$ cat src/rtl/htfd_pkg.sv
// htfd_pkg: shared types, constants and the crc-8 byte step for the
// humidity/temperature frame decoder. No dependencies.
`timescale 1ns / 1ps

package htfd_pkg;

  localparam int unsigned FRAME_BYTES = 7;
  localparam int unsigned POS_W       = 3;
  localparam int unsigned PAYLOAD_W   = 40;
  localparam int unsigned RAW_W       = 20;
  localparam int unsigned HUM_W       = 10;
  localparam int unsigned TEMP_W      = 12;

  localparam logic [POS_W-1:0] POS_IDLE = POS_W'(0);
  localparam logic [POS_W-1:0] POS_LAST = POS_W'(FRAME_BYTES - 1);

  localparam logic [7:0] CRC_INIT = 8'hFF;
  localparam logic [7:0] CRC_POLY = 8'h31;

  localparam logic [9:0]        HUM_SCALE   = 10'd1000;
  localparam logic [10:0]       TEMP_SCALE  = 11'd2000;
  localparam logic [TEMP_W-1:0] TEMP_OFFSET = 12'd500;

  localparam logic STATUS_GOOD    = 1'b0;
  localparam logic STATUS_CRC_BAD = 1'b1;

  // completed frame handed to the scaler
  typedef struct packed {
    logic [PAYLOAD_W-1:0] payload;
    logic                 status;
  } frame_t;

  // msb-first crc-8, one byte unrolled over eight bit steps
  function automatic logic [7:0] crc8_step(input logic [7:0] crc, input logic [7:0] b);
    logic [7:0] c;
    c = crc ^ b;
    for (int i = 0; i < 8; i++) begin
      if (c[7]) begin
        c = {c[6:0], 1'b0} ^ CRC_POLY;
      end else begin
        c = {c[6:0], 1'b0};
      end
    end
    return c;
  endfunction

endpackage

$ cat src/rtl/htfd_frame.sv
// htfd_frame: byte position tracking, running crc and payload capture.
// Hands each completed frame on through a registered stage. Uses htfd_pkg.
`timescale 1ns / 1ps

module htfd_frame (
  input  logic                 clk,
  input  logic                 rst_n,
  input  logic                 in_valid,
  output logic                 in_stall,
  input  logic [7:0]           in_frame_byte,
  input  logic                 in_start_of_frame,
  output logic                 frame_valid,
  input  logic                 frame_stall,
  output htfd_pkg::frame_t     frame_item
);

  logic [htfd_pkg::POS_W-1:0]     pos_r, pos_nxt;
  logic [7:0]                     crc_r, crc_nxt;
  logic [htfd_pkg::PAYLOAD_W-1:0] payload_r, payload_nxt;
  logic                           fvalid_r, fvalid_nxt;
  htfd_pkg::frame_t               fitem_r, fitem_nxt;
  logic                           accept;

  assign in_stall = fvalid_r && frame_stall;
  assign accept   = in_valid && !in_stall;

  always_comb begin
    pos_nxt     = pos_r;
    crc_nxt     = crc_r;
    payload_nxt = payload_r;
    fvalid_nxt  = fvalid_r && frame_stall;
    fitem_nxt   = fitem_r;
    if (accept) begin
      priority if (in_start_of_frame) begin
        crc_nxt = htfd_pkg::crc8_step(htfd_pkg::CRC_INIT, in_frame_byte);
        pos_nxt = htfd_pkg::POS_W'(1);
      end else if (pos_r == htfd_pkg::POS_IDLE) begin
        pos_nxt = pos_r;
      end else if (pos_r < htfd_pkg::POS_LAST) begin
        crc_nxt     = htfd_pkg::crc8_step(crc_r, in_frame_byte);
        payload_nxt = {payload_r[htfd_pkg::PAYLOAD_W-9:0], in_frame_byte};
        pos_nxt     = pos_r + htfd_pkg::POS_W'(1);
      end else begin
        fvalid_nxt        = 1'b1;
        fitem_nxt.payload = payload_r;
        fitem_nxt.status  = (crc_r != in_frame_byte) ? htfd_pkg::STATUS_CRC_BAD
                                                      : htfd_pkg::STATUS_GOOD;
        pos_nxt           = htfd_pkg::POS_IDLE;
        crc_nxt           = htfd_pkg::CRC_INIT;
      end
    end
  end

  always_ff @(posedge clk) begin
    if (!rst_n) begin
      pos_r    <= htfd_pkg::POS_IDLE;
      crc_r    <= htfd_pkg::CRC_INIT;
      fvalid_r <= 1'b0;
    end else begin
      pos_r    <= pos_nxt;
      crc_r    <= crc_nxt;
      fvalid_r <= fvalid_nxt;
    end
  end

  always_ff @(posedge clk) begin
    payload_r <= payload_nxt;
    fitem_r   <= fitem_nxt;
  end

  assign frame_valid = fvalid_r;
  assign frame_item  = fitem_r;

  a_pos_range: assert property (@(posedge clk) disable iff (!rst_n)
    pos_r <= htfd_pkg::POS_LAST)
    else $error("byte position out of range");

  a_idle_crc: assert property (@(posedge clk) disable iff (!rst_n)
    pos_r == htfd_pkg::POS_IDLE |-> crc_r == htfd_pkg::CRC_INIT)
    else $error("crc not at initial value while idle");

  a_frame_hold: assert property (@(posedge clk) disable iff (!rst_n)
    fvalid_r && frame_stall |=> fvalid_r && $stable(fitem_r))
    else $error("stalled frame item lost or changed");

endmodule

$ cat src/rtl/htfd_scale.sv
// htfd_scale: scales raw humidity and temperature to tenths and holds the
// result register. Uses htfd_pkg.
`timescale 1ns / 1ps

module htfd_scale (
  input  logic                              clk,
  input  logic                              rst_n,
  input  logic                              frame_valid,
  output logic                              frame_stall,
  input  htfd_pkg::frame_t                  frame_item,
  output logic                              out_valid,
  input  logic                              out_stall,
  output logic [htfd_pkg::HUM_W-1:0]        out_humidity_tenths,
  output logic signed [htfd_pkg::TEMP_W-1:0] out_temperature_tenths,
  output logic                              out_status
);

  logic [htfd_pkg::RAW_W-1:0]  raw_h, raw_t;
  logic [29:0]                 hum_prod;
  logic [30:0]                 temp_prod;
  logic [htfd_pkg::HUM_W-1:0]  hum_val;
  logic [htfd_pkg::TEMP_W-1:0] temp_val;
  logic                        load;

  logic                        ovalid_r, ovalid_nxt;
  logic [htfd_pkg::HUM_W-1:0]  hum_r, hum_nxt;
  logic [htfd_pkg::TEMP_W-1:0] temp_r, temp_nxt;
  logic                        status_r, status_nxt;

  assign frame_stall = ovalid_r && out_stall;
  assign load        = frame_valid && !frame_stall;

  assign raw_h     = frame_item.payload[2*htfd_pkg::RAW_W-1:htfd_pkg::RAW_W];
  assign raw_t     = frame_item.payload[htfd_pkg::RAW_W-1:0];
  assign hum_prod  = {10'd0, raw_h} * {20'd0, htfd_pkg::HUM_SCALE};
  assign temp_prod = {11'd0, raw_t} * {20'd0, htfd_pkg::TEMP_SCALE};
  assign hum_val   = hum_prod[29:20];
  assign temp_val  = {1'b0, temp_prod[30:20]} - htfd_pkg::TEMP_OFFSET;

  always_comb begin
    ovalid_nxt = ovalid_r && out_stall;
    hum_nxt    = hum_r;
    temp_nxt   = temp_r;
    status_nxt = status_r;
    if (load) begin
      ovalid_nxt = 1'b1;
      status_nxt = frame_item.status;
      if (frame_item.status == htfd_pkg::STATUS_CRC_BAD) begin
        hum_nxt  = '0;
        temp_nxt = '0;
      end else begin
        hum_nxt  = hum_val;
        temp_nxt = temp_val;
      end
    end
  end

  always_ff @(posedge clk) begin
    if (!rst_n) begin
      ovalid_r <= 1'b0;
    end else begin
      ovalid_r <= ovalid_nxt;
    end
  end

  always_ff @(posedge clk) begin
    hum_r    <= hum_nxt;
    temp_r   <= temp_nxt;
    status_r <= status_nxt;
  end

  assign out_valid              = ovalid_r;
  assign out_humidity_tenths    = hum_r;
  assign out_temperature_tenths = $signed(temp_r);
  assign out_status             = status_r;

  a_bad_zero: assert property (@(posedge clk) disable iff (!rst_n)
    ovalid_r && status_r == htfd_pkg::STATUS_CRC_BAD |-> hum_r == '0 && temp_r == '0)
    else $error("crc error item carries non-zero values");

  a_good_range: assert property (@(posedge clk) disable iff (!rst_n)
    ovalid_r && status_r == htfd_pkg::STATUS_GOOD
      |-> hum_r <= 10'd999 && $signed(temp_r) >= -12'sd500 && $signed(temp_r) <= 12'sd1499)
    else $error("scaled value out of range");

  a_load_next: assert property (@(posedge clk) disable iff (!rst_n)
    load |=> ovalid_r && status_r == $past(frame_item.status))
    else $error("frame item not transferred to result register");

endmodule

$ cat src/rtl/humidity_temp_frame_decoder.sv
// humidity_temp_frame_decoder: one byte item accepted per cycle while
// in_stall is low; the last byte of a frame passes the frame stage and then
// the result register before its result appears. The byte rate rests on the
// unrolled crc step and the combinational scaling multipliers; the block stalls
// only when both the frame stage and the result register hold items not yet taken.
// Synchronous active-low reset returns to idle with the crc at 0xff.
`timescale 1ns / 1ps

module humidity_temp_frame_decoder (
  input  logic                               clk,
  input  logic                               rst_n,
  input  logic                               in_valid,
  output logic                               in_stall,
  input  logic [7:0]                         in_frame_byte,
  input  logic                               in_start_of_frame,
  output logic                               out_valid,
  input  logic                               out_stall,
  output logic [htfd_pkg::HUM_W-1:0]         out_humidity_tenths,
  output logic signed [htfd_pkg::TEMP_W-1:0] out_temperature_tenths,
  output logic                               out_status
);

  logic             frame_valid;
  logic             frame_stall;
  htfd_pkg::frame_t frame_item;

  htfd_frame u_frame (
    .clk               (clk),
    .rst_n             (rst_n),
    .in_valid          (in_valid),
    .in_stall          (in_stall),
    .in_frame_byte     (in_frame_byte),
    .in_start_of_frame (in_start_of_frame),
    .frame_valid       (frame_valid),
    .frame_stall       (frame_stall),
    .frame_item        (frame_item)
  );

  htfd_scale u_scale (
    .clk                    (clk),
    .rst_n                  (rst_n),
    .frame_valid            (frame_valid),
    .frame_stall            (frame_stall),
    .frame_item             (frame_item),
    .out_valid              (out_valid),
    .out_stall              (out_stall),
    .out_humidity_tenths    (out_humidity_tenths),
    .out_temperature_tenths (out_temperature_tenths),
    .out_status             (out_status)
  );

endmodule

$ cat config.mk
export PLATFORM = sky130hd
export DESIGN_NAME = humidity_temp_frame_decoder
export DESIGN_NICKNAME = d
export VERILOG_FILES = /design/src/rtl/htfd_pkg.sv /design/src/rtl/htfd_frame.sv /design/src/rtl/htfd_scale.sv /design/src/rtl/humidity_temp_frame_decoder.sv
export SDC_FILE = /design/constraint.sdc
export NUM_CORES = 1
export LEC_CHECK = 0
export BUFFER_PORTS_ARGS = -buffer_cell sky130_fd_sc_hd__buf_2
export CAP_MARGIN = 0
export CORE_AREA = 2 2 141 143
export CTS_BUF_LIST = sky130_fd_sc_hd__clkbuf_4
export DETAILED_ROUTE_END_ITERATION = 16
export DIE_AREA = 0 0 143 145
export GPL_ROUTABILITY_DRIVEN = 1
export PLACE_DENSITY = 0.72
export REMOVE_ABC_BUFFERS = 1
export SYNTH_ARGS = -nofsm -noshare
export SYNTH_HDL_FRONTEND = slang
export SYNTH_SLANG_ARGS = --single-unit
$ cat constraint.sdc
create_clock -name clk -period 6.9 [get_ports clk]
set_input_delay 1.035 -clock clk [delete_from_list [all_inputs] [get_ports clk]]
set_output_delay 1.035 -clock clk [all_outputs]
set_load 0.03 [all_outputs]
* After elaboration in Yosys (flattened, before gate mapping)
Index checks and enable logic that the tools add are counted.
** Cells by class
- $add $sub $neg :: 2
- Mux-type cells :: 70
- Bitwise operators :: 21
- $lt $le $gt $ge :: 1
- Multiply operators :: 2
- Reduce and logical (&&, ||, !) cells :: 10
- Equal/unequal tests :: 2
** Operators with widths (number)
- $mux 8 :: 45
- $mux 6 :: 16
- $mul 20x7->27 const B :: 2
- $not 3->3 :: 16
- $sub 11x9->12 const B :: 1
- $mux 3 :: 3
- $ne 8x8->1 :: 1
- $not 8->8 :: 1
- $reduce_and 4->1 :: 2
- $xor 8x8->8 :: 1
- $mux 1 :: 6
- $logic_and 1x1->1 :: 4
- $add 3x1->3 const B :: 1
- $logic_not 3->1 :: 1
- $lt 3x3->1 const B :: 1
- $not 1->1 :: 3
- $logic_not 1->1 :: 2
- $ne 2x2->1 const B :: 1
- $reduce_and 2->1 :: 1
** Word-level totals
- Word-level logic and storage cells :: 118
- Bits in registers :: 117

* Logic depth before layout (Yosys ltp)
- Word-level depth :: 48
- Mapped depth :: 20
- Depth with buffers taken out :: 19

* Hierarchy
From an unflattened synthesis, not the netlist that was laid out.
** Second synthesis, totals
- Cells, all modules :: 875
- Area, all modules :: 10505.1 sq um
** Modules (own cells, without submodules)
- htfd_scale :: sequential area each 710.7 sq um, cells an instance 670, instances 1, area each 7008.0 sq um
- htfd_frame :: sequential area each 2672.6 sq um, cells an instance 205, instances 1, area each 3497.1 sq um

* Worst setup path before layout
OpenSTA, ideal clock, no wires.
- Path kind :: register -> register
- Start :: register u_frame.fitem_r, in the netlist u_frame.frame_item[14]
- End :: register u_scale.temp_r, in the netlist u_scale.out_temperature_tenths[10] (data pin)
- Cell stages (with the launch flop) :: 19
- Slack :: 1844 ps
- Arrival :: 4794 ps
- Clock period less this slack :: 5056 ps
- Cells stage by stage :: edfxtp_1 -> inv_1 -> fa_1 -> fa_1 -> inv_1 -> fa_1 -> inv_1 -> fa_1 -> inv_1 -> ha_1 -> buf_2 -> a21o_1 -> a21o_1 -> or4_1 -> mux2_2 -> nand3_2 -> nor2_1 -> a31oi_1 -> mux2_1
** Between the ends
- Word-level cells in the longest chain between the ends :: 2
** RTL lines
- start: declaration :: line htfd_frame.sv:21 : htfd_pkg::frame_t fitem_r, fitem_nxt;
- start signal: assignment :: line htfd_frame.sv:68 : fitem_r <= fitem_nxt;
- $mul 20x7->27 :: line htfd_scale.sv:36 : assign temp_prod = {11'd0, raw_t} * {20'd0, htfd_pkg::TEMP_SCALE};
- $sub 11x9->12 :: line htfd_scale.sv:38 : assign temp_val = {1'b0, temp_prod[30:20]} - htfd_pkg::TEMP_OFFSET;
- end signal: assignment :: line htfd_scale.sv:68 : temp_r <= temp_nxt;
- end: declaration :: line htfd_scale.sv:27 : logic [htfd_pkg::TEMP_W-1:0] temp_r, temp_nxt;
Every way passes these cells.
A chain may end at the register's enable or synchronous reset.

* Final worst setup path
- Start :: register u_frame.fitem_r, in the netlist u_frame.frame_item[15]
- End :: register u_scale.temp_r, in the netlist u_scale.out_temperature_tenths[10] (data pin)
The elaborated chain is that of the path after synthesis.

==> results.py <==
metrics = {
    "detailed_routing": {
        "vias": 6267,
        "routed_wl_um": 17500,
        "dr.first_iter.drc_count": 302,
        "wl_per_cell_um": 14.3,
        "viasPerCell": 5.12,
        "ant_nets": 0,
        "first_pass_iters": 5,
        "drc": 0,
    },
    "setup_path": {
        "start_kind": "register",
        "worstPathMaxFanout": 9,
        "arrival_ns": 5.72,
        "critPathKind": "reg2reg",
        "cp.required_ns": 7.19,
        "end_kind": "register",
    },
    "place": {
        "hpwl_um": 14200,
        "place_ws_ns": 1.45,
        "port-buffer-count": 37,
        "routabilityCongestion": 0.816,
    },
    "timing": {
        "hold_viol_final": 0,
        "fin_skew_ns": 0.0229,
        "rsz0062_at_grt": "false",
        "final-setup-viol-count": 0,
        "period_needed_ns": 5.43,
        "max_freq_mhz": 184,
        "max_slew_margin_pct": 26.2,
        "hold_slack_ns": 0.419,
        "drv_slew": 0,
        "worst_pin_slew_ns": 1.10,
        "post-route-period-util_pct": 78.7,
        "tns_ns": 0,
        "layout_setup_ws_ns": 1.47,
    },
    "clock_network": {
        "insertion_delay_ns": 0.54,
        "ctsHtreeMaxLevel": 4,
        "cts_buffer_depth": 2,
        "tritoncts": "built",
        "numCtsBuffers": 17,
        "clock-sinks": 117,
        "clockRootBuffer": "clkbuf_4",
        "cts_setup_buffers": 0,
        "path_clk_slew_ns": 0.11,
        "ctsResizeCount": 0,
        "ctsHoldBuffers": 0,
    },
    "yosys": {
        "synth_area_um2": 10500,
        "synth_cell_types": 63,
        "synth_flop_cell": "edfxtp_1",
        "yosys_warnings": 0,
        "synth_edf_count": 104,
        "synthCells": 893,
        "synth_area_leader_cell": "edfxtp_1",
        "yosysSeqAreaShare_pct": 32.3,
        "synth-async-reset-ratio_pct": 0,
        "synthTopCellsByArea": "edfxtp_1, fa_1, ha_1, inv_1, dfxtp_1",
        "synth_top_area_share_pct": 29.8,
        "avgSynthCellArea_um2": 11.7,
        "ys_ff_latch": 117,
    },
    "global_routing": {
        "antenna_found_initial": 1,
        "grt_first_pass_wirelength_um": 30700,
        "grt_pass1_vias": 6553,
        "grt_max_degree": 43,
        "overflow": 0,
        "track_usage_pct": 18.6,
    },
    "status": {
        "status": "completed",
    },
    "die": {
        "io_pins": 38,
        "rows": 51,
        "die_h_um": 145,
        "start_util_pct": 54.5,
        "dieArea_um2": 20700,
        "coreArea_um2": 19200,
        "die_w_um": 143,
    },
    "final_layout": {
        "drive_gt1_share_pct": 9.61,
        "layout.nets": 1215,
        "synthToLayoutAreaGrowth_pct": 7.61,
    },
    "power": {
        "p_per_area_nw_per_um2": 122,
        "cellLeakagePower_nw": 5.12,
        "max-vdd-ir-drop_mv": 0.180,
    },
    "worst_hold_path": {
        "hp-class": "reg2reg",
    },
    "job": {
        "drv_cap": 0,
    },
}
-- cells in the mapped netlist (2+ instances only) --
| cell type | n |
|---|---|
| o211ai_1 | 7 |
| o21ai_1 | 2 |
| a211oi_1 | 5 |
| o21bai_1 | 3 |
| edfxtp_1 | 104 |
| o21ai_0 | 24 |
| nor3_1 | 16 |
| or2_2 | 3 |
| xnor2_1 | 27 |
| nor2b_1 | 8 |
| inv_1 | 187 |
| a21o_1 | 14 |
| and3_1 | 4 |
| ha_1 | 120 |
| a21boi_0 | 2 |
| a221oi_1 | 6 |
| nand4_1 | 11 |
| nand2_1 | 34 |
| nor2_1 | 38 |
| nand2b_1 | 5 |
| a2111o_1 | 2 |
| xor2_1 | 19 |
| fa_1 | 138 |
| dfxtp_1 | 13 |
| buf_2 | 3 |
| a31oi_1 | 6 |
| o21a_1 | 9 |
| or3_1 | 3 |
| a211o_1 | 4 |
| clkbuf_1 | 5 |
| a21oi_1 | 25 |
| mux2i_1 | 3 |
| nand3_1 | 9 |
| and2_1 | 4 |
| o211a_1 | 2 |
-- report_power, final --
part,leakage (nW),internal [mW],switching [mW],total [mW]
Sequential,1.05,0.775,0.00852,0.784
Clock,0.163,0.224,0.271,0.495
Combinational,3.91,0.0430,0.0574,0.100
Total,5.12,1.04,0.337,1.38
-- final cells by class --
| cell class | count | area [um^2] |
|---|---|---|
| fillers | 1560 | 7940 |
| multi-input cells | 581 | 6360 |
| flip-flops and latches | 117 | 3380 |
| inverters | 187 | 702 |
| well taps | 265 | 332 |
| repair buffers | 40 | 208 |
| clock buffers | 19 | 143 |
| clock inverters | 13 | 130 |
| diodes | 1 | 2.50 |
-- metrics by stage --
step           utilization, %  area, um^2  total power [mW]  std cells
4_1_cts                  58.6       11300              1.40       1222
3_3_place_gp             57.2       11000             0.898       1190
3_5_place_dp             57.2       11000             0.899       1190
6_report                 58.6       11300              1.38       1223
2_1_floorplan               -       10400             0.874        885
5_1_grt                  58.6       11300              1.44       1223
-- cell usage in the layout (no fill, tap or decap), types with 8 or more instances in the layout --
| cell type | netlist | layout |
|---|---|---|
| nand2_1 | 34 | 34 |
| xor2_1 | 19 | 19 |
| ha_1 | 120 | 120 |
| xnor2_1 | 27 | 27 |
| buf_2 | 3 | 37 |
| o21ai_0 | 24 | 24 |
| nor2_1 | 38 | 37 |
| edfxtp_1 | 104 | 104 |
| a21o_1 | 14 | 14 |
| inv_1 | 187 | 187 |
| dfxtp_1 | 13 | 13 |
| nor2b_1 | 8 | 8 |
| fa_1 | 138 | 138 |
| clkbuf_4 | 0 | 19 |
| nor3_1 | 16 | 15 |
| a21oi_1 | 25 | 25 |
| o21a_1 | 9 | 9 |
| nand3_1 | 9 | 9 |
| nand4_1 | 11 | 11 |
-- sequential cells by signal (all words and copies together) (netlist names), 3 cells and up --
register and count:
u_frame.crc_r 8, u_frame.frame_item 41, u_frame.payload_r 40, u_frame.pos_r 3, u_scale.out_humidity_tenths 10, u_scale.out_temperature_tenths 12
-- layer usage --
metal | up-vias | share of wire, % | global-route usage [%]
li1 | 3100 | - | -
met1 | 3068 | 48 | 25.8
met2 | 88 | 49 | 30.5
met3 | 11 | 2.7 | 3.76
met4 | 0 | 0.80 | 3.76
met5 | - | 0 | 0
-- worst paths after layout --
path,startpoint,to,slack (ns),depth (start not counted)
max,u_frame.frame_item[15],u_scale.out_temperature_tenths[10],1.47,17
min,u_frame.payload_r[39],u_frame.frame_item[40],0.42,0
max reg2reg,u_frame.frame_item[15],u_scale.out_temperature_tenths[10],1.47,17
min reg2reg,u_frame.payload_r[39],u_frame.frame_item[40],0.42,0
-- critical path, cell delays in order, from the launching register on --
cell and delay, ns:
edfxtp_1 0.53, inv_1 0.18, fa_1 0.45, fa_1 0.52
inv_1 0.05, fa_1 0.50, inv_1 0.05, fa_1 0.50
inv_1 0.04, ha_1 0.42, a21o_1 0.25, a21o_1 0.28
or4_1 0.43, mux2_2 0.30, nand3_2 0.10, nor2_1 0.10
a31oi_1 0.17, mux2_1 0.34
-- kinds of logic after synthesis --
family | share of synthesized area (%)
flops | 32.3
simple gates | 6.87
buf+inv | 7.03
mux | 0.502
compound gates | 8.69
fa+ha+maj | 40.7
xor+xnor | 3.85
(Power assumes the default switching activity.)
